--- src/sv/ntcf_pkg.sv ---
`timescale 1ns / 1ps
// ntcf_pkg: widths, fixed-point constants, register codes and the log2 normalizer
// for the ntc sample filter. No dependencies.
package ntcf_pkg;

  // configuration register widths and reset values
  localparam int BETA_W = 14;
  localparam int FS_W = 13;
  localparam int THR_W = 14;
  localparam int LIMIT_W = 8;
  localparam int CFG_IDX_W = 2;
  localparam int CFG_DATA_W = 14;

  localparam logic [BETA_W-1:0] BETA_RST = 14'd3950;
  localparam logic [FS_W-1:0] FS_RST = 13'd3300;
  localparam logic [THR_W-1:0] THR_RST = 14'd100;
  localparam logic [LIMIT_W-1:0] LIMIT_RST = 8'd3;

  // result field widths
  localparam int TEMP_W = 16;
  localparam int AVG_W = 12;
  localparam int T_W = 17;

  // log2 datapath: input, mantissa in Q30, log in Q16
  localparam int CONV_W = 16;
  localparam int K_W = 4;
  localparam int M_W = 31;
  localparam int LOG_W = 20;
  localparam int LOG_STEPS = 16;
  localparam int MUL_W = 31;

  // shared divider
  localparam int NUM_W = 50;
  localparam int DEN_W = 46;
  localparam int REM_W = 47;
  localparam int CNT_W = 6;

  localparam logic [29:0] LN2_Q30 = 30'd744261118;
  localparam logic [63:0] INV_T0_WIDE = ((64'd1 << 40) * 64'd100 + 64'd14907) / 64'd29815;
  localparam logic [NUM_W-1:0] INV_T0_Q40 = INV_T0_WIDE[NUM_W-1:0];
  localparam logic [NUM_W-1:0] CENTI_NUM = NUM_W'(100) << 40;

  localparam logic signed [T_W-1:0] TEMP_MAX = 17'sd32767;
  localparam logic signed [T_W-1:0] TEMP_MIN = -17'sd27315;
  localparam logic [T_W-1:0] KELVIN_OFFSET = 17'd27315;
  localparam logic [NUM_W-1:0] K_MAX = NUM_W'(60082);

  // configuration register codes
  typedef enum logic [CFG_IDX_W-1:0] {
    CFG_BETA,
    CFG_FULL_SCALE,
    CFG_THRESHOLD,
    CFG_RESAMPLE_LIMIT
  } cfg_reg_t;

  typedef struct packed {
    logic [K_W-1:0] k;
    logic [M_W-1:0] m;
  } norm_t;

  // integer part of log2 and the mantissa scaled into [2^30, 2^31)
  function automatic norm_t log_norm(input logic [CONV_W-1:0] n);
    norm_t r;
    logic [CONV_W+30-1:0] wide;
    r.k = '0;
    for (int i = 0; i < CONV_W; i++) begin
      if (n[i]) r.k = K_W'(i);
    end
    wide = {n, 30'b0} >> r.k;
    r.m = wide[M_W-1:0];
    return r;
  endfunction

endpackage

--- src/sv/ntcf_in_if.sv ---
`timescale 1ns / 1ps
// ntcf_in_if: sample channel (valid, ready, adc reading).
// Depends on nothing.
interface ntcf_in_if #(parameter int SAMPLE_BITS = 12);
  logic valid;
  logic ready;
  logic [SAMPLE_BITS-1:0] adc_code;
  modport source(output valid, adc_code, input ready);
  modport sink(input valid, adc_code, output ready);
endinterface

--- src/sv/ntcf_out_if.sv ---
`timescale 1ns / 1ps
// ntcf_out_if: result channel (valid, ready, temperature, group mean, clamp flag).
// Depends on nothing.
interface ntcf_out_if;
  logic valid;
  logic ready;
  logic signed [15:0] temperature_centi;
  logic [11:0] group_average;
  logic clamped;
  modport source(output valid, temperature_centi, group_average, clamped, input ready);
  modport sink(input valid, temperature_centi, group_average, clamped, output ready);
endinterface

--- src/sv/ntcf_cfg_if.sv ---
`timescale 1ns / 1ps
// ntcf_cfg_if: register write channel (valid, ready, index, data).
// Depends on nothing.
interface ntcf_cfg_if;
  logic valid;
  logic ready;
  logic [1:0] index;
  logic [13:0] data;
  modport source(output valid, index, data, input ready);
  modport sink(input valid, index, data, output ready);
endinterface

--- src/sv/ntc_sample_filter_to_degc.sv ---
`timescale 1ns / 1ps
// ntc_sample_filter_to_degc: sample screening, group mean, rolling mean and
// beta-equation conversion on one shared multiplier and one shared divider.
// Depends on ntcf_pkg and the ntcf_in_if, ntcf_out_if, ntcf_cfg_if interfaces.
//
//  channel   dir   payload                                          beat when
//  in_ch     in    adc_code                                         valid & ready
//  out_ch    out   temperature_centi, group_average, clamped        valid & ready
//  cfg_ch    in    index, data (register write)                     valid & ready
//
// Each sample runs one conversion: 2 x 16 log2 squaring steps, one multiply,
// and up to two 50-step restoring divisions (a zero or over-range reading
// skips all of these); a sample that finishes a group adds a mean division,
// a rolling update and a second conversion.
// in_ch.ready is high only while idle; a result waits in the output register
// and the next sample is taken meanwhile. Synchronous active-low reset, no
// clearing pass; cfg writes are always taken.
module ntc_sample_filter_to_degc import ntcf_pkg::*; #(
  parameter int SAMPLES_PER_GROUP = 16,
  parameter int ROLLING_DEPTH = 8,
  parameter int SAMPLE_BITS = 12
) (
  input logic clk,
  input logic rst_n,
  ntcf_in_if.sink in_ch,
  ntcf_out_if.source out_ch,
  ntcf_cfg_if.sink cfg_ch
);

  localparam int GI_W = (SAMPLES_PER_GROUP > 1) ? $clog2(SAMPLES_PER_GROUP) : 1;
  localparam int TOT_W = SAMPLE_BITS + $clog2(SAMPLES_PER_GROUP + 1);
  localparam int PTR_W = (ROLLING_DEPTH > 1) ? $clog2(ROLLING_DEPTH) : 1;
  localparam int FILL_W = $clog2(ROLLING_DEPTH + 1);
  localparam int SUM_W = SAMPLE_BITS + FILL_W;
  localparam logic [GI_W-1:0] GI_LAST = GI_W'(SAMPLES_PER_GROUP - 1);
  localparam logic [PTR_W-1:0] PTR_LAST = PTR_W'(ROLLING_DEPTH - 1);
  localparam logic [FILL_W-1:0] FILL_FULL = FILL_W'(ROLLING_DEPTH);

  typedef enum logic [3:0] {
    S_IDLE, S_CV_START, S_LOG_A, S_LOG_B, S_MUL, S_DIV, S_DIVEND,
    S_DONE, S_R_READ, S_R_UPD, S_R_MUL, S_R_SUM
  } state_t;

  typedef enum logic [1:0] {DK_LNB, DK_KELVIN, DK_MEAN, DK_ROLL} div_kind_t;

  state_t state_r;
  div_kind_t kind_r;
  logic pass_roll_r;

  // configuration
  logic [BETA_W-1:0] beta_r;
  logic [FS_W-1:0] full_scale_r;
  logic [THR_W-1:0] thr_r;
  logic [LIMIT_W-1:0] limit_r;

  // conversion datapath
  logic [SAMPLE_BITS-1:0] samp_r;
  logic [CONV_W-1:0] conv_s_r;
  logic [M_W-1:0] m_r;
  logic [LOG_W-1:0] y_r, ya_r;
  logic [LOG_W-1:0] mag_r;
  logic neg_r;
  logic [CNT_W-1:0] cnt_r;
  logic [NUM_W-1:0] q_r;
  logic [REM_W-1:0] rem_r;
  logic [DEN_W-1:0] den_r;
  logic signed [T_W-1:0] t_r;
  logic flag_r;

  // screening and group state
  logic [GI_W-1:0] gidx_r;
  logic [LIMIT_W-1:0] retries_r;
  logic [TOT_W-1:0] total_r;
  logic signed [T_W-1:0] prev_r;

  // rolling store
  logic [SAMPLE_BITS-1:0] mem [ROLLING_DEPTH];
  logic [SAMPLE_BITS-1:0] old_r, mean_r;
  logic [PTR_W-1:0] wptr_r;
  logic [FILL_W-1:0] fill_r;
  logic [SUM_W-1:0] sumv_r, prod_r;

  // outputs
  logic out_valid_r;
  logic signed [TEMP_W-1:0] out_temp_r;
  logic [AVG_W-1:0] out_avg_r;
  logic out_clamp_r;

  // combinational helpers
  logic [MUL_W-1:0] mul_a, mul_b;
  logic [2*MUL_W-1:0] mul_p;
  logic [31:0] sq_hi;
  logic [M_W-1:0] m_sq;
  logic [LOG_W-1:0] y_sq;
  logic signed [LOG_W:0] d_log;
  logic [REM_W-1:0] rem_sh;
  logic rem_ge;
  logic [NUM_W-1:0] q_step;
  logic signed [NUM_W+1:0] inv_s;
  logic signed [T_W:0] tdiff;
  logic [T_W-1:0] tdiff_abs;
  logic [BETA_W-1:0] beta_eff;
  logic [CONV_W-1:0] fs_conv;
  logic [TOT_W-1:0] total_new;
  norm_t norm_s, norm_r;
  logic in_fire;

  assign in_fire = in_ch.valid && in_ch.ready;
  assign in_ch.ready = (state_r == S_IDLE);
  assign cfg_ch.ready = 1'b1;
  assign out_ch.valid = out_valid_r;
  assign out_ch.temperature_centi = out_temp_r;
  assign out_ch.group_average = out_avg_r;
  assign out_ch.clamped = out_clamp_r;

  // shared multiplier operand select
  always_comb begin
    mul_a = '0;
    mul_b = '0;
    priority if (state_r == S_LOG_A || state_r == S_LOG_B) begin
      mul_a = m_r;
      mul_b = m_r;
    end else if (state_r == S_MUL) begin
      mul_a = MUL_W'(mag_r);
      mul_b = MUL_W'(LN2_Q30);
    end else if (state_r == S_R_MUL) begin
      mul_a = MUL_W'(FILL_FULL - fill_r);
      mul_b = MUL_W'(mean_r);
    end else begin
      mul_a = '0;
      mul_b = '0;
    end
    mul_p = mul_a * mul_b;
  end

  // one log2 squaring step
  always_comb begin
    sq_hi = mul_p[61:30];
    m_sq = sq_hi[31] ? sq_hi[31:1] : sq_hi[30:0];
    y_sq = y_r | (sq_hi[31] ? (LOG_W'(1) << (4'd15 - cnt_r[3:0])) : '0);
    d_log = $signed({1'b0, ya_r}) - $signed({1'b0, y_sq});
  end

  // one restoring divide step
  always_comb begin
    rem_sh = {rem_r[REM_W-2:0], q_r[NUM_W-1]};
    rem_ge = (rem_sh >= {1'b0, den_r});
    q_step = {q_r[NUM_W-2:0], rem_ge};
  end

  // reciprocal temperature, screening difference, misc
  always_comb begin
    inv_s = neg_r ? ($signed({2'b0, INV_T0_Q40}) - $signed({2'b0, q_r}))
                  : ($signed({2'b0, INV_T0_Q40}) + $signed({2'b0, q_r}));
    tdiff = $signed({t_r[T_W-1], t_r}) - $signed({prev_r[T_W-1], prev_r});
    tdiff_abs = tdiff[T_W] ? T_W'(-tdiff) : tdiff[T_W-1:0];
    beta_eff = (beta_r == '0) ? BETA_W'(1) : beta_r;
    fs_conv = CONV_W'(full_scale_r);
    total_new = total_r + TOT_W'(samp_r);
    norm_s = log_norm(conv_s_r);
    norm_r = log_norm(fs_conv - conv_s_r);
  end

  // rolling store, read registered
  always_ff @(posedge clk) begin
    if (state_r == S_R_UPD) mem[wptr_r] <= mean_r;
    old_r <= mem[wptr_r];
  end

  // sequencer and registers
  always_ff @(posedge clk) begin
    if (!rst_n) begin
      state_r <= S_IDLE;
      kind_r <= DK_LNB;
      pass_roll_r <= 1'b0;
      beta_r <= BETA_RST;
      full_scale_r <= FS_RST;
      thr_r <= THR_RST;
      limit_r <= LIMIT_RST;
      gidx_r <= '0;
      retries_r <= '0;
      total_r <= '0;
      prev_r <= '0;
      wptr_r <= '0;
      fill_r <= '0;
      sumv_r <= '0;
      out_valid_r <= 1'b0;
      cnt_r <= '0;
    end else begin
      // register writes
      if (cfg_ch.valid) begin
        unique case (cfg_reg_t'(cfg_ch.index))
          CFG_BETA: beta_r <= cfg_ch.data[BETA_W-1:0];
          CFG_FULL_SCALE: full_scale_r <= cfg_ch.data[FS_W-1:0];
          CFG_THRESHOLD: thr_r <= cfg_ch.data[THR_W-1:0];
          CFG_RESAMPLE_LIMIT: limit_r <= cfg_ch.data[LIMIT_W-1:0];
        endcase
      end

      // result beat taken; a new result loaded in S_DONE keeps it set
      if (out_valid_r && out_ch.ready && !(state_r == S_DONE && pass_roll_r))
        out_valid_r <= 1'b0;

      unique case (state_r)
        S_IDLE: begin
          if (in_fire) begin
            samp_r <= in_ch.adc_code;
            conv_s_r <= CONV_W'(in_ch.adc_code);
            pass_roll_r <= 1'b0;
            state_r <= S_CV_START;
          end
        end

        // clamp checks, then set up log2 of the reading
        S_CV_START: begin
          priority if (conv_s_r == '0) begin
            t_r <= TEMP_MAX;
            flag_r <= 1'b1;
            state_r <= S_DONE;
          end else if (conv_s_r >= fs_conv) begin
            t_r <= TEMP_MIN;
            flag_r <= 1'b1;
            state_r <= S_DONE;
          end else begin
            flag_r <= 1'b0;
            m_r <= norm_s.m;
            y_r <= LOG_W'(norm_s.k) << 16;
            cnt_r <= '0;
            state_r <= S_LOG_A;
          end
        end

        S_LOG_A: begin
          if (cnt_r == CNT_W'(LOG_STEPS - 1)) begin
            ya_r <= y_sq;
            m_r <= norm_r.m;
            y_r <= LOG_W'(norm_r.k) << 16;
            cnt_r <= '0;
            state_r <= S_LOG_B;
          end else begin
            cnt_r <= cnt_r + 1'b1;
            m_r <= m_sq;
            y_r <= y_sq;
          end
        end

        S_LOG_B: begin
          cnt_r <= cnt_r + 1'b1;
          m_r <= m_sq;
          y_r <= y_sq;
          if (cnt_r == CNT_W'(LOG_STEPS - 1)) begin
            neg_r <= d_log[LOG_W];
            mag_r <= d_log[LOG_W] ? LOG_W'(-d_log) : d_log[LOG_W-1:0];
            state_r <= S_MUL;
          end
        end

        // |d| * ln2, then divide by 64 * beta
        S_MUL: begin
          q_r <= mul_p[NUM_W-1:0];
          rem_r <= '0;
          den_r <= DEN_W'(beta_eff) << 6;
          cnt_r <= '0;
          kind_r <= DK_LNB;
          state_r <= S_DIV;
        end

        S_DIV: begin
          q_r <= q_step;
          rem_r <= rem_ge ? (rem_sh - {1'b0, den_r}) : rem_sh;
          cnt_r <= cnt_r + 1'b1;
          if (cnt_r == CNT_W'(NUM_W - 1)) state_r <= S_DIVEND;
        end

        S_DIVEND: begin
          unique case (kind_r)
            DK_LNB: begin
              if (inv_s[NUM_W+1] || inv_s == '0) begin
                t_r <= TEMP_MAX;
                state_r <= S_DONE;
              end else begin
                q_r <= CENTI_NUM + NUM_W'(inv_s[NUM_W:1]);
                den_r <= inv_s[DEN_W-1:0];
                rem_r <= '0;
                cnt_r <= '0;
                kind_r <= DK_KELVIN;
                state_r <= S_DIV;
              end
            end
            DK_KELVIN: begin
              if (q_r > K_MAX) t_r <= TEMP_MAX;
              else t_r <= $signed(q_r[T_W-1:0] - KELVIN_OFFSET);
              state_r <= S_DONE;
            end
            DK_MEAN: begin
              mean_r <= q_r[SAMPLE_BITS-1:0];
              state_r <= S_R_READ;
            end
            DK_ROLL: begin
              conv_s_r <= CONV_W'(q_r[SAMPLE_BITS-1:0]);
              pass_roll_r <= 1'b1;
              state_r <= S_CV_START;
            end
          endcase
        end

        S_DONE: begin
          if (pass_roll_r) begin
            // result beat waits for a free output register
            if (!out_valid_r || out_ch.ready) begin
              out_valid_r <= 1'b1;
              out_temp_r <= t_r[TEMP_W-1:0];
              out_avg_r <= AVG_W'(mean_r);
              out_clamp_r <= flag_r;
              state_r <= S_IDLE;
            end
          end else if (gidx_r != '0 && tdiff_abs >= T_W'(thr_r) && retries_r != '0) begin
            // drop the sample and retry
            retries_r <= retries_r - 1'b1;
            state_r <= S_IDLE;
          end else begin
            prev_r <= t_r;
            retries_r <= limit_r;
            if (gidx_r == GI_LAST) begin
              gidx_r <= '0;
              total_r <= '0;
              q_r <= NUM_W'(total_new);
              den_r <= DEN_W'(SAMPLES_PER_GROUP);
              rem_r <= '0;
              cnt_r <= '0;
              kind_r <= DK_MEAN;
              state_r <= S_DIV;
            end else begin
              gidx_r <= gidx_r + 1'b1;
              total_r <= total_new;
              state_r <= S_IDLE;
            end
          end
        end

        S_R_READ: state_r <= S_R_UPD;

        // replace the oldest entry, keep the running sum of filled entries
        S_R_UPD: begin
          if (fill_r == FILL_FULL) begin
            sumv_r <= sumv_r - SUM_W'(old_r) + SUM_W'(mean_r);
          end else begin
            sumv_r <= sumv_r + SUM_W'(mean_r);
            fill_r <= fill_r + 1'b1;
          end
          wptr_r <= (wptr_r == PTR_LAST) ? '0 : wptr_r + 1'b1;
          state_r <= S_R_MUL;
        end

        // unfilled slots count as the new mean
        S_R_MUL: begin
          prod_r <= mul_p[SUM_W-1:0];
          state_r <= S_R_SUM;
        end

        S_R_SUM: begin
          q_r <= NUM_W'(sumv_r + prod_r);
          den_r <= DEN_W'(ROLLING_DEPTH);
          rem_r <= '0;
          cnt_r <= '0;
          kind_r <= DK_ROLL;
          state_r <= S_DIV;
        end

        default: state_r <= S_IDLE;
      endcase
    end
  end

  // checks
  a_fill_bound: assert property (@(posedge clk) disable iff (!rst_n)
    fill_r <= FILL_FULL) else $error("rolling fill count overran the depth");

  a_group_bound: assert property (@(posedge clk) disable iff (!rst_n)
    gidx_r <= GI_LAST) else $error("group index overran the group size");

  a_accept_starts: assert property (@(posedge clk) disable iff (!rst_n)
    in_fire |=> state_r == S_CV_START) else $error("accepted beat did not start a conversion");

  a_div_nonzero: assert property (@(posedge clk) disable iff (!rst_n)
    state_r == S_DIV |-> den_r != '0) else $error("divider running with zero divisor");

endmodule

--- src/flat_wrapper.sv ---
// flat-port wrapper written by rule: the top's interface ports become plain ports
module ntc_sample_filter_to_degc_flat import ntcf_pkg::*;
#(
  parameter int SAMPLES_PER_GROUP = 16,
  parameter int ROLLING_DEPTH = 8,
  parameter int SAMPLE_BITS = 12
)
  (clk, rst_n, in_ch_valid, in_ch_adc_code, in_ch_ready, out_ch_valid, out_ch_temperature_centi, out_ch_group_average, out_ch_clamped, out_ch_ready, cfg_ch_valid, cfg_ch_index, cfg_ch_data, cfg_ch_ready);
  ntcf_in_if #(.SAMPLE_BITS(SAMPLE_BITS)) in_ch_i ();
  ntcf_out_if out_ch_i ();
  ntcf_cfg_if cfg_ch_i ();
  input logic clk;
  input logic rst_n;
  input wire logic [$bits(in_ch_i.valid)-1:0] in_ch_valid;
  input wire logic [$bits(in_ch_i.adc_code)-1:0] in_ch_adc_code;
  output wire logic [$bits(in_ch_i.ready)-1:0] in_ch_ready;
  output wire logic [$bits(out_ch_i.valid)-1:0] out_ch_valid;
  output wire logic [$bits(out_ch_i.temperature_centi)-1:0] out_ch_temperature_centi;
  output wire logic [$bits(out_ch_i.group_average)-1:0] out_ch_group_average;
  output wire logic [$bits(out_ch_i.clamped)-1:0] out_ch_clamped;
  input wire logic [$bits(out_ch_i.ready)-1:0] out_ch_ready;
  input wire logic [$bits(cfg_ch_i.valid)-1:0] cfg_ch_valid;
  input wire logic [$bits(cfg_ch_i.index)-1:0] cfg_ch_index;
  input wire logic [$bits(cfg_ch_i.data)-1:0] cfg_ch_data;
  output wire logic [$bits(cfg_ch_i.ready)-1:0] cfg_ch_ready;
  assign in_ch_i.valid = in_ch_valid;
  assign in_ch_i.adc_code = in_ch_adc_code;
  assign in_ch_ready = in_ch_i.ready;
  assign out_ch_valid = out_ch_i.valid;
  assign out_ch_temperature_centi = out_ch_i.temperature_centi;
  assign out_ch_group_average = out_ch_i.group_average;
  assign out_ch_clamped = out_ch_i.clamped;
  assign out_ch_i.ready = out_ch_ready;
  assign cfg_ch_i.valid = cfg_ch_valid;
  assign cfg_ch_i.index = cfg_ch_index;
  assign cfg_ch_i.data = cfg_ch_data;
  assign cfg_ch_ready = cfg_ch_i.ready;
  ntc_sample_filter_to_degc #(.SAMPLES_PER_GROUP(SAMPLES_PER_GROUP), .ROLLING_DEPTH(ROLLING_DEPTH), .SAMPLE_BITS(SAMPLE_BITS)) u_core (.clk(clk), .rst_n(rst_n), .in_ch(in_ch_i), .out_ch(out_ch_i), .cfg_ch(cfg_ch_i));
endmodule
--- config.mk ---
export PLATFORM = sky130hd
export DESIGN_NAME = ntc_sample_filter_to_degc_flat
export DESIGN_NICKNAME = d
export VERILOG_FILES = /design/src/sv/ntcf_pkg.sv /design/src/sv/ntcf_in_if.sv /design/src/sv/ntcf_out_if.sv /design/src/sv/ntcf_cfg_if.sv /design/src/sv/ntc_sample_filter_to_degc.sv /design/src/flat_wrapper.sv
export SDC_FILE = /design/constraint.sdc
export NUM_CORES = 2
export LEC_CHECK = 0
export ABC_AREA = 1
export BUFFER_PORTS_ARGS = -buffer_cell sky130_fd_sc_hd__buf_2
export CORE_ASPECT_RATIO = 0.75
export CORE_UTILIZATION = 40
export CTS_CLUSTER_SIZE = 10
export DETAILED_ROUTE_END_ITERATION = 8
export GPL_ROUTABILITY_DRIVEN = 0
export HOLD_SLACK_MARGIN = 0.08
export PLACE_DENSITY = 0.54
export SLEW_MARGIN = 20
export SYNTH_ARGS = -nofsm -noshare
export SYNTH_HDL_FRONTEND = slang
export SYNTH_SLANG_ARGS = --single-unit
--- constraint.sdc ---
create_clock -name clk -period 12.1 [get_ports clk]
set_input_delay 1.815 -clock clk [delete_from_list [all_inputs] [get_ports clk]]
set_output_delay 1.815 -clock clk [all_outputs]
set_load 0.03 [all_outputs]
# --- After elaboration in Yosys (flattened, before gate mapping) ---
# Memory sizes are Yosys's and may differ from the RTL's. A register that Yosys moved wholly into a read port is not among the register bits.
# Index checks and enable logic that the tools add are counted.
classes:
  addsub: 22
  multipliers: 1
  order_cmp: 4
  eq_ne: 38
  shift: 3
  muxes: 121
  bitwise_logic: 4
  reduce_logical: 52
op_table:
  columns: ["cell", "n"]
  rows:
  - ["2-to-1 mux 46 bit", 11]
  - ["case mux 46 bit (4 select lines)", 2]
  - ["2-to-1 mux 31 bit", 9]
  - ["2-to-1 mux 50 bit", 5]
  - ["case mux 50 bit (5 select lines)", 1]
  - ["2-to-1 mux 17 bit", 6]
  - ["2-to-1 mux 20 bit", 5]
  - ["2-to-1 mux 4 bit", 25]
  - ["case mux 31 bit (3 select lines)", 1]
  - ["right shift 46 x 4 -> 31 bit", 2]
  - ["case mux 17 bit (2 select lines)", 2]
  - ["multiplier 31 x 31 -> 62 bit", 1]
  - ["case mux 20 bit (3 select lines)", 1]
  - ["zero test 52 bit", 1]
  - ["2-to-1 mux 52 bit", 1]
  - ["adder 32 x 50 -> 51 bit, first input constant", 1]
  - ["subtractor 32 x 50 -> 51 bit, first input constant", 1]
  - ["adder 47 x 50 -> 50 bit, first input constant", 1]
  - ["greater-than comparator 50 x 16 -> 1 bit, second input constant", 1]
  - ["2-to-1 mux 16 bit", 3]
  - ["2-to-1 mux 6 bit", 8]
  - [">= comparator 47 x 46 -> 1 bit", 1]
  - ["subtractor 46 bit", 1]
  - ["case mux 4 bit (11 select lines)", 1]
  - ["67 further kinds", 154]
word_totals:
  reg_bits: 469
  ram_bits: 96
  inputBits: 33
  output_inout_bits: 32
  wordCells: 279
  n_memories: 1
mem_list:
  columns: ["memory", "words", "word_bits", "read_ports", "rd_clocked_by_memory_dff", "wr", "line", "text"]
  rows:
  - ["u_core.mem", 8, 12, 1, 1, 1, "ntc_sample_filter_to_degc.sv:77", "logic [SAMPLE_BITS-1:0] mem [ROLLING_DEPTH];"]

# --- Logic depth before layout (Yosys ltp) ---
logic_depth:
  depth_word: 19
  depth_mapped: 65
  ltp_nobuf: 63

# --- Least setup slack after synthesis ---
# No wires, ideal clock.
synth_timing:
  path_type: "reg-to-reg"
  start: "register u_core.fill_r[0]"
  end: "register u_core.mag_r[12], data pin"
  setup_time_ns: 0.271
  t_arrival_ns: 10.642
  required_ns: 11.829
  setup_slack_ns: 1.188
  stages_incl_launch_ff: 55
  n_path_buf: 3
  period_less_slack_ns: 10.912
  path_cell_list: "dfxtp_1 -> inv_1 -> ha_1 -> nand2_1 -> nor2_1 -> nor3_2 -> nor2_1 -> buf_2 -> nand2_1 -> nand2_1 -> clkbuf_1 -> nor2_1 -> fa_1 -> fa_1 -> fa_1 -> inv_1 -> fa_1 -> inv_1 -> [19 not listed] -> ha_1 -> inv_1 -> fa_1 -> nand2_1 -> o211ai_1 -> nand2_1 -> nand2_1 -> nand3_1 -> nand2_1 -> nand3_1 -> nand2_1 -> nand2_1 -> inv_1 -> o21a_1 -> nor2_1 -> inv_1 -> or2_2 -> xor2_1"
synth_via:
  elab_chain_cells: 10
synth_rtl:
  columns: ["item", "line", "text"]
  rows:
  - ["start, declared", "ntc_sample_filter_to_degc.sv:80", "logic [FILL_W-1:0] fill_r;"]
  - ["start signal, assigned", "ntc_sample_filter_to_degc.sv:349", "fill_r <= fill_r + 1'b1;"]
  - ["subtractor 4 x 4 -> 5 bit (*)", "ntc_sample_filter_to_degc.sv:127", "mul_a = MUL_W'(FILL_FULL - fill_r);"]
  - ["2-to-1 mux 31 bit (*)", "ntc_sample_filter_to_degc.sv:126", "end else if (state_r == S_R_MUL) begin"]
  - ["2-to-1 mux 31 bit (*)", "ntc_sample_filter_to_degc.sv:123", "end else if (state_r == S_MUL) begin"]
  - ["2-to-1 mux 31 bit (*)", "ntc_sample_filter_to_degc.sv:120", "priority if (state_r == S_LOG_A || state_r == S_LOG_B) begin"]
  - ["multiplier 31 x 31 -> 62 bit (*)", "ntc_sample_filter_to_degc.sv:133", "mul_p = mul_a * mul_b;"]
  - ["2-to-1 mux 20 bit (*)", "ntc_sample_filter_to_degc.sv:140", "y_sq = y_r | (sq_hi[31] ? (LOG_W'(1) << (4'd15 - cnt_r[3:0])) : '0);"]
  - ["bitwise OR 20 bit (*)", "ntc_sample_filter_to_degc.sv:140", null]
  - ["net u_core.y_sq[0]", "ntc_sample_filter_to_degc.sv:94", "logic [LOG_W-1:0] y_sq;"]
  - ["subtractor 20 x 20 -> 21 bit (*)", "ntc_sample_filter_to_degc.sv:141", "d_log = $signed({1'b0, ya_r}) - $signed({1'b0, y_sq});"]
  - ["negator 20 bit", "ntc_sample_filter_to_degc.sv:253", "mag_r <= d_log[LOG_W] ? LOG_W'(-d_log) : d_log[LOG_W-1:0];"]
  - ["2-to-1 mux 20 bit (*)", "ntc_sample_filter_to_degc.sv:253", null]
  - ["end signal, assigned", "ntc_sample_filter_to_degc.sv:253", null]
  - ["end, declared", "ntc_sample_filter_to_degc.sv:61", "logic [LOG_W-1:0] mag_r;"]
# The timed path passes the listed nets; every way through them passes the cells marked *.
# A chain may end at the register's enable or synchronous reset.

# --- Worst setup path in the final report ---
layout_timing:
  start: "register u_core.state_r[2]"
  end: "register u_core.mag_r[13], data pin"
layout_via:
  elab_chain_cells: 10
  word_cells_on_any_way: 17
  cone_classes: "2 x add/sub; 1 x mul; 4 x eq/ne; 8 x mux; 1 x bitwise; 1 x reduce/logical"
layout_rtl:
  columns: ["item", "line", "text"]
  rows:
  - ["start, declared", "ntc_sample_filter_to_degc.sv:46", "state_t state_r;"]
  - ["start signal, assigned", "ntc_sample_filter_to_degc.sv:173", "state_r <= S_IDLE;"]
  - ["start signal, assigned", "ntc_sample_filter_to_degc.sv:210", "state_r <= S_CV_START;"]
  - ["start signal, assigned", "ntc_sample_filter_to_degc.sv:219", "state_r <= S_DONE;"]
  - ["== test 4 bit", "ntc_sample_filter_to_degc.sv:126", null]
  - ["2-to-1 mux 31 bit / 2-to-1 mux 12 bit (equally long branches)", "ntc_sample_filter_to_degc.sv:126", null]
  - ["2-to-1 mux 31 bit", "ntc_sample_filter_to_degc.sv:123", null]
  - ["2-to-1 mux 31 bit", "ntc_sample_filter_to_degc.sv:120", null]
  - ["multiplier 31 x 31 -> 62 bit (*)", "ntc_sample_filter_to_degc.sv:133", null]
  - ["2-to-1 mux 20 bit (*)", "ntc_sample_filter_to_degc.sv:140", null]
  - ["bitwise OR 20 bit (*)", "ntc_sample_filter_to_degc.sv:140", null]
  - ["net u_core.y_sq[3]", "ntc_sample_filter_to_degc.sv:94", null]
  - ["subtractor 20 x 20 -> 21 bit (*)", "ntc_sample_filter_to_degc.sv:141", null]
  - ["negator 20 bit", "ntc_sample_filter_to_degc.sv:253", null]
  - ["2-to-1 mux 20 bit (*)", "ntc_sample_filter_to_degc.sv:253", null]
# Marks and branches as above.

==> impl_metrics.ini <==
[critical_path]
r2r_end = u_core.mag_r[13]$_DFFE_PP_
cp-start-kind = flip-flop
r2r-start = u_core.state_r[2]$_SDFFE_PN0P_
r2r_slack_ns = 0.51
cp_max_fo = 27
crit_path_frequent_cell = inv_1
path_class = flip-flop to flip-flop
cp.arrival_ns = 12.00
cp_slowest_cell = fa_1
cp-end-kind = flip-flop
r2r_cells = 51
cp.required_ns = 12.52
max_stage_delay_ns = 0.56

[drt]
m1WireLength_mm = 120.0
viasPerCell = 5.454
drt_iter0_markers = 7992
routed.top_layer = met5
drt_wl_total_mm = 268.5
first_pass_iters = 9
vias = 63420
detail-route-antenna-nets = 0
dr_wl_met2_mm = 103.8
avgRoutedWirePerCell_um = 23.09
drc = 0
wl_met3_mm = 36.83

[yosys]
synth-simple-area-share_pct = 22.02
synth.yosys.seq_area_share_pct = 22.44
synth_xor_area_share_pct = 2.417
synth_area_leaders = fa_1 24%, edfxtp_1 18%, nand2_1 11%, inv_1 9.7%, ha_1 7.9%
synth_top_family_by_area = adder cells
synth_mux_area_share_pct = 0.01425
synth_warnings = 0
async_flop_share_pct = 0
synth_compound_area_share_pct = 9.165
syn-num-nets = 10450
syn_inst = 9111
synthFlopType = edfxtp_1
yosys.area.top_type_share_pct = 24.40
synth.distinct_cells = 73
synth.largest_area_cell = fa_1
synth_area_um2 = 70240
yosys.area_share.adder_pct = 32.32
synth-edff-count = 429
ys_ff_latch = 573
syn_avg_cell_area_um2 = 7.709

[placed_design]
hpwl_mm = 219.7
port_buffers = 63

[global_route]
grt_pass1_vias = 61630
grt_pass1_wl_mm = 400.1
grt_usage_pct = 30.38
grt_max_degree = 70
overflow = 0
antenna_found_initial = 6

[outcome]
outcome = finished, final reports clean

[floorplan]
fp.dieH_um = 364.9
die_w_um = 485.9
ios = 65
core_area_um2 = 173600
placement_rows = 132
start_util_pct = 40.47
die-area_um2 = 177300

[sta]
finalClockSkew_ns = 0.04693
worst_slew_pin_slew_ns = 1.130
final_hold_viol_count = 0
timing.final.crit_period_ns = 11.59
post-route-period-util_pct = 95.77
setup_viol = 0
max_freq_mhz = 86.29
whs_ns = 0.4616
finalMaxSlewViolations = 0
slew_headroom_pct = 24.24

[worst_hold_path]
hold_start = u_core.prev_r[14]$_SDFFE_PN0P_
hold_path_class = flip-flop to flip-flop
timing.hold.worst_endpoint = u_core.prev_r[14]$_SDFFE_PN0P_
min_path_cells = 2

[clocking]
clk_pin_slew_ns = 0.06
cts_tree = yes
hold_buffers = 0
clk_path_buf_depth = 3
htree_levels = 3
clock_latency_ns = 0.69
cts_sinks = 573
root_buffer = clkbuf_16
numCtsBuffers = 69

[final_layout]
final_common_cell = nand2_1
fill_cells = 17600
layout_common_cells = 2124 x nand2_1, 1803 x inv_1, 937 x nor2_1
area_growth_pct = 9.382
drive_gt1_share_pct = 6.315
finalNetCount = 10560
multi_input_area_um2 = 46620
finish.utilization_pct = 44.26
seq_area_um2 = 15770

[power_and_ir_drop]
max-vdd-ir-drop_v = 0.0001448
powerDensity_nw_per_um2 = 189.1
leakagePower_nw = 37.24

[run]
max_cap_violations = 0
## worst max-delay path, delay by kind of cell (launching register included)
family	cells	cell delay, ns
buffers and inverters	15	2.10
flip-flops	1	0.43
adder cells (fa/ha/maj)	10	4.85
AO/OA/AOI/OAI	3	0.59
XOR/XNOR	2	0.45
AND/OR/NAND/NOR	21	2.83
## state kept, by name, summed over array words and instances, names as in the netlist, 14 cells and up
register / cells
u_core.t_r: 17
u_core.rem_r: 46
u_core.mag_r: 20
u_core.prod_r: 16
u_core.mem: 96
u_core.thr_r: 14
u_core.out_ch.temperature_centi: 16
u_core.q_r: 50
u_core.total_r: 17
u_core.sumv_r: 16
u_core.m_r: 31
u_core.beta_r: 14
u_core.den_r: 46
u_core.prev_r: 17
u_core.ya_r: 20
u_core.y_r: 20
## area by class of cell
type	instances	area share [%]
tap	2345	3.819
multi-input combinational	6400	60.68
inverter	1862	9.138
clock buffer	115	2.485
timing repair buffer	320	3.133
sequential	573	20.52
antenna	2	0.006514
clock inverter	10	0.2133
## what timing repair did
item / CTS / global route
setup buffers: 0 / 16
pin swaps: 0 / 3
setup endpoints to repair: 12 / 20
resized for setup: 2 / 55
## report_power, final
part,switching (mW),leakage (nW),internal [mW]
Combinational,6.85,31.2,3.03
Sequential,0.194,5.06,2.45
Clock,0.902,0.984,1.09
Total,7.95,37.2,6.58
## cells by family after synthesis
| family | count (synthesis) |
|---|---|
| simple gates | 3769 |
| buf+inv | 2138 |
| fa+ha+maj | 1301 |
| compound gates | 1135 |
| flops | 573 |
| xor+xnor | 193 |
| other cells | 1 |
| mux | 1 |
## how the worst max path moves through the flow
stage,from,end,slack (ns)
global placement,u_core.fill_r[0]$_SDFFE_PN0P_,u_core.mag_r[18]$_DFFE_PP_,-0.16
floorplan,u_core.fill_r[0]$_SDFFE_PN0P_,u_core.mag_r[12]$_DFFE_PP_,1.19
finish,u_core.state_r[2]$_SDFFE_PN0P_,u_core.mag_r[13]$_DFFE_PP_,0.51
CTS,u_core.fill_r[0]$_SDFFE_PN0P_,u_core.mag_r[18]$_DFFE_PP_,0.11
detailed placement,u_core.fill_r[0]$_SDFFE_PN0P_,u_core.mag_r[18]$_DFFE_PP_,-0.18
global route,u_core.fill_r[0]$_SDFFE_PN0P_,u_core.mag_r[19]$_DFFE_PP_,-0.03
## stage by stage
| stage | std cells | setup TNS, ns | instance area, um2 | setup slack, ns | total power, mW |
|---|---|---|---|---|---|
| 2_1_floorplan | 9111 | 0 | 70240 | 1.188 | 8.215 |
| 3_3_place_gp | 11480 | -0.2960 | 74390 | -0.1607 | 12.07 |
| 3_5_place_dp | 11480 | -0.7035 | 74390 | -0.1810 | 12.09 |
| 4_1_cts | 11610 | 0 | 76470 | 0.1125 | 14.19 |
| 6_report | 11630 | 0 | 76830 | 0.5118 | 14.53 |
| 5_1_grt | 11630 | -0.05198 | 76830 | -0.03442 | 15.43 |
## synth_stat cells, types with 9 or more instances
master        n
o2111ai_1     9
o221ai_1     18
edfxtp_1    429
a221oi_1     18
inv_1      1814
nand2_1    2129
fa_1        856
o21ai_0     376
a211oi_1      9
dfxtp_1     144
xnor2_1      64
nor2_2       11
buf_1        14
xor2_1      128
a22oi_1      14
buf_4         9
nor4_1       31
nor2_1      952
nor3_1       65
buf_2        59
inv_2        23
o21bai_1     15
a21o_1       16
nand2_2      21
clkbuf_1    191
nand3_1     384
nand4_1      91
ha_1        445
o21ai_1      26
o211ai_1     54
o21a_1       18
nand3b_1     16
or2_2        22
clkinv_1     24
a21oi_1     467
a31oi_1      28
## per-layer routing
metal	up-vias	track usage (%)
li1	28710	-
met1	30870	45.24
met2	3419	41.43
met3	411	10.09
met4	10	7.724
met5	-	0
No activity file was read; power rests on OpenSTA's default activity.
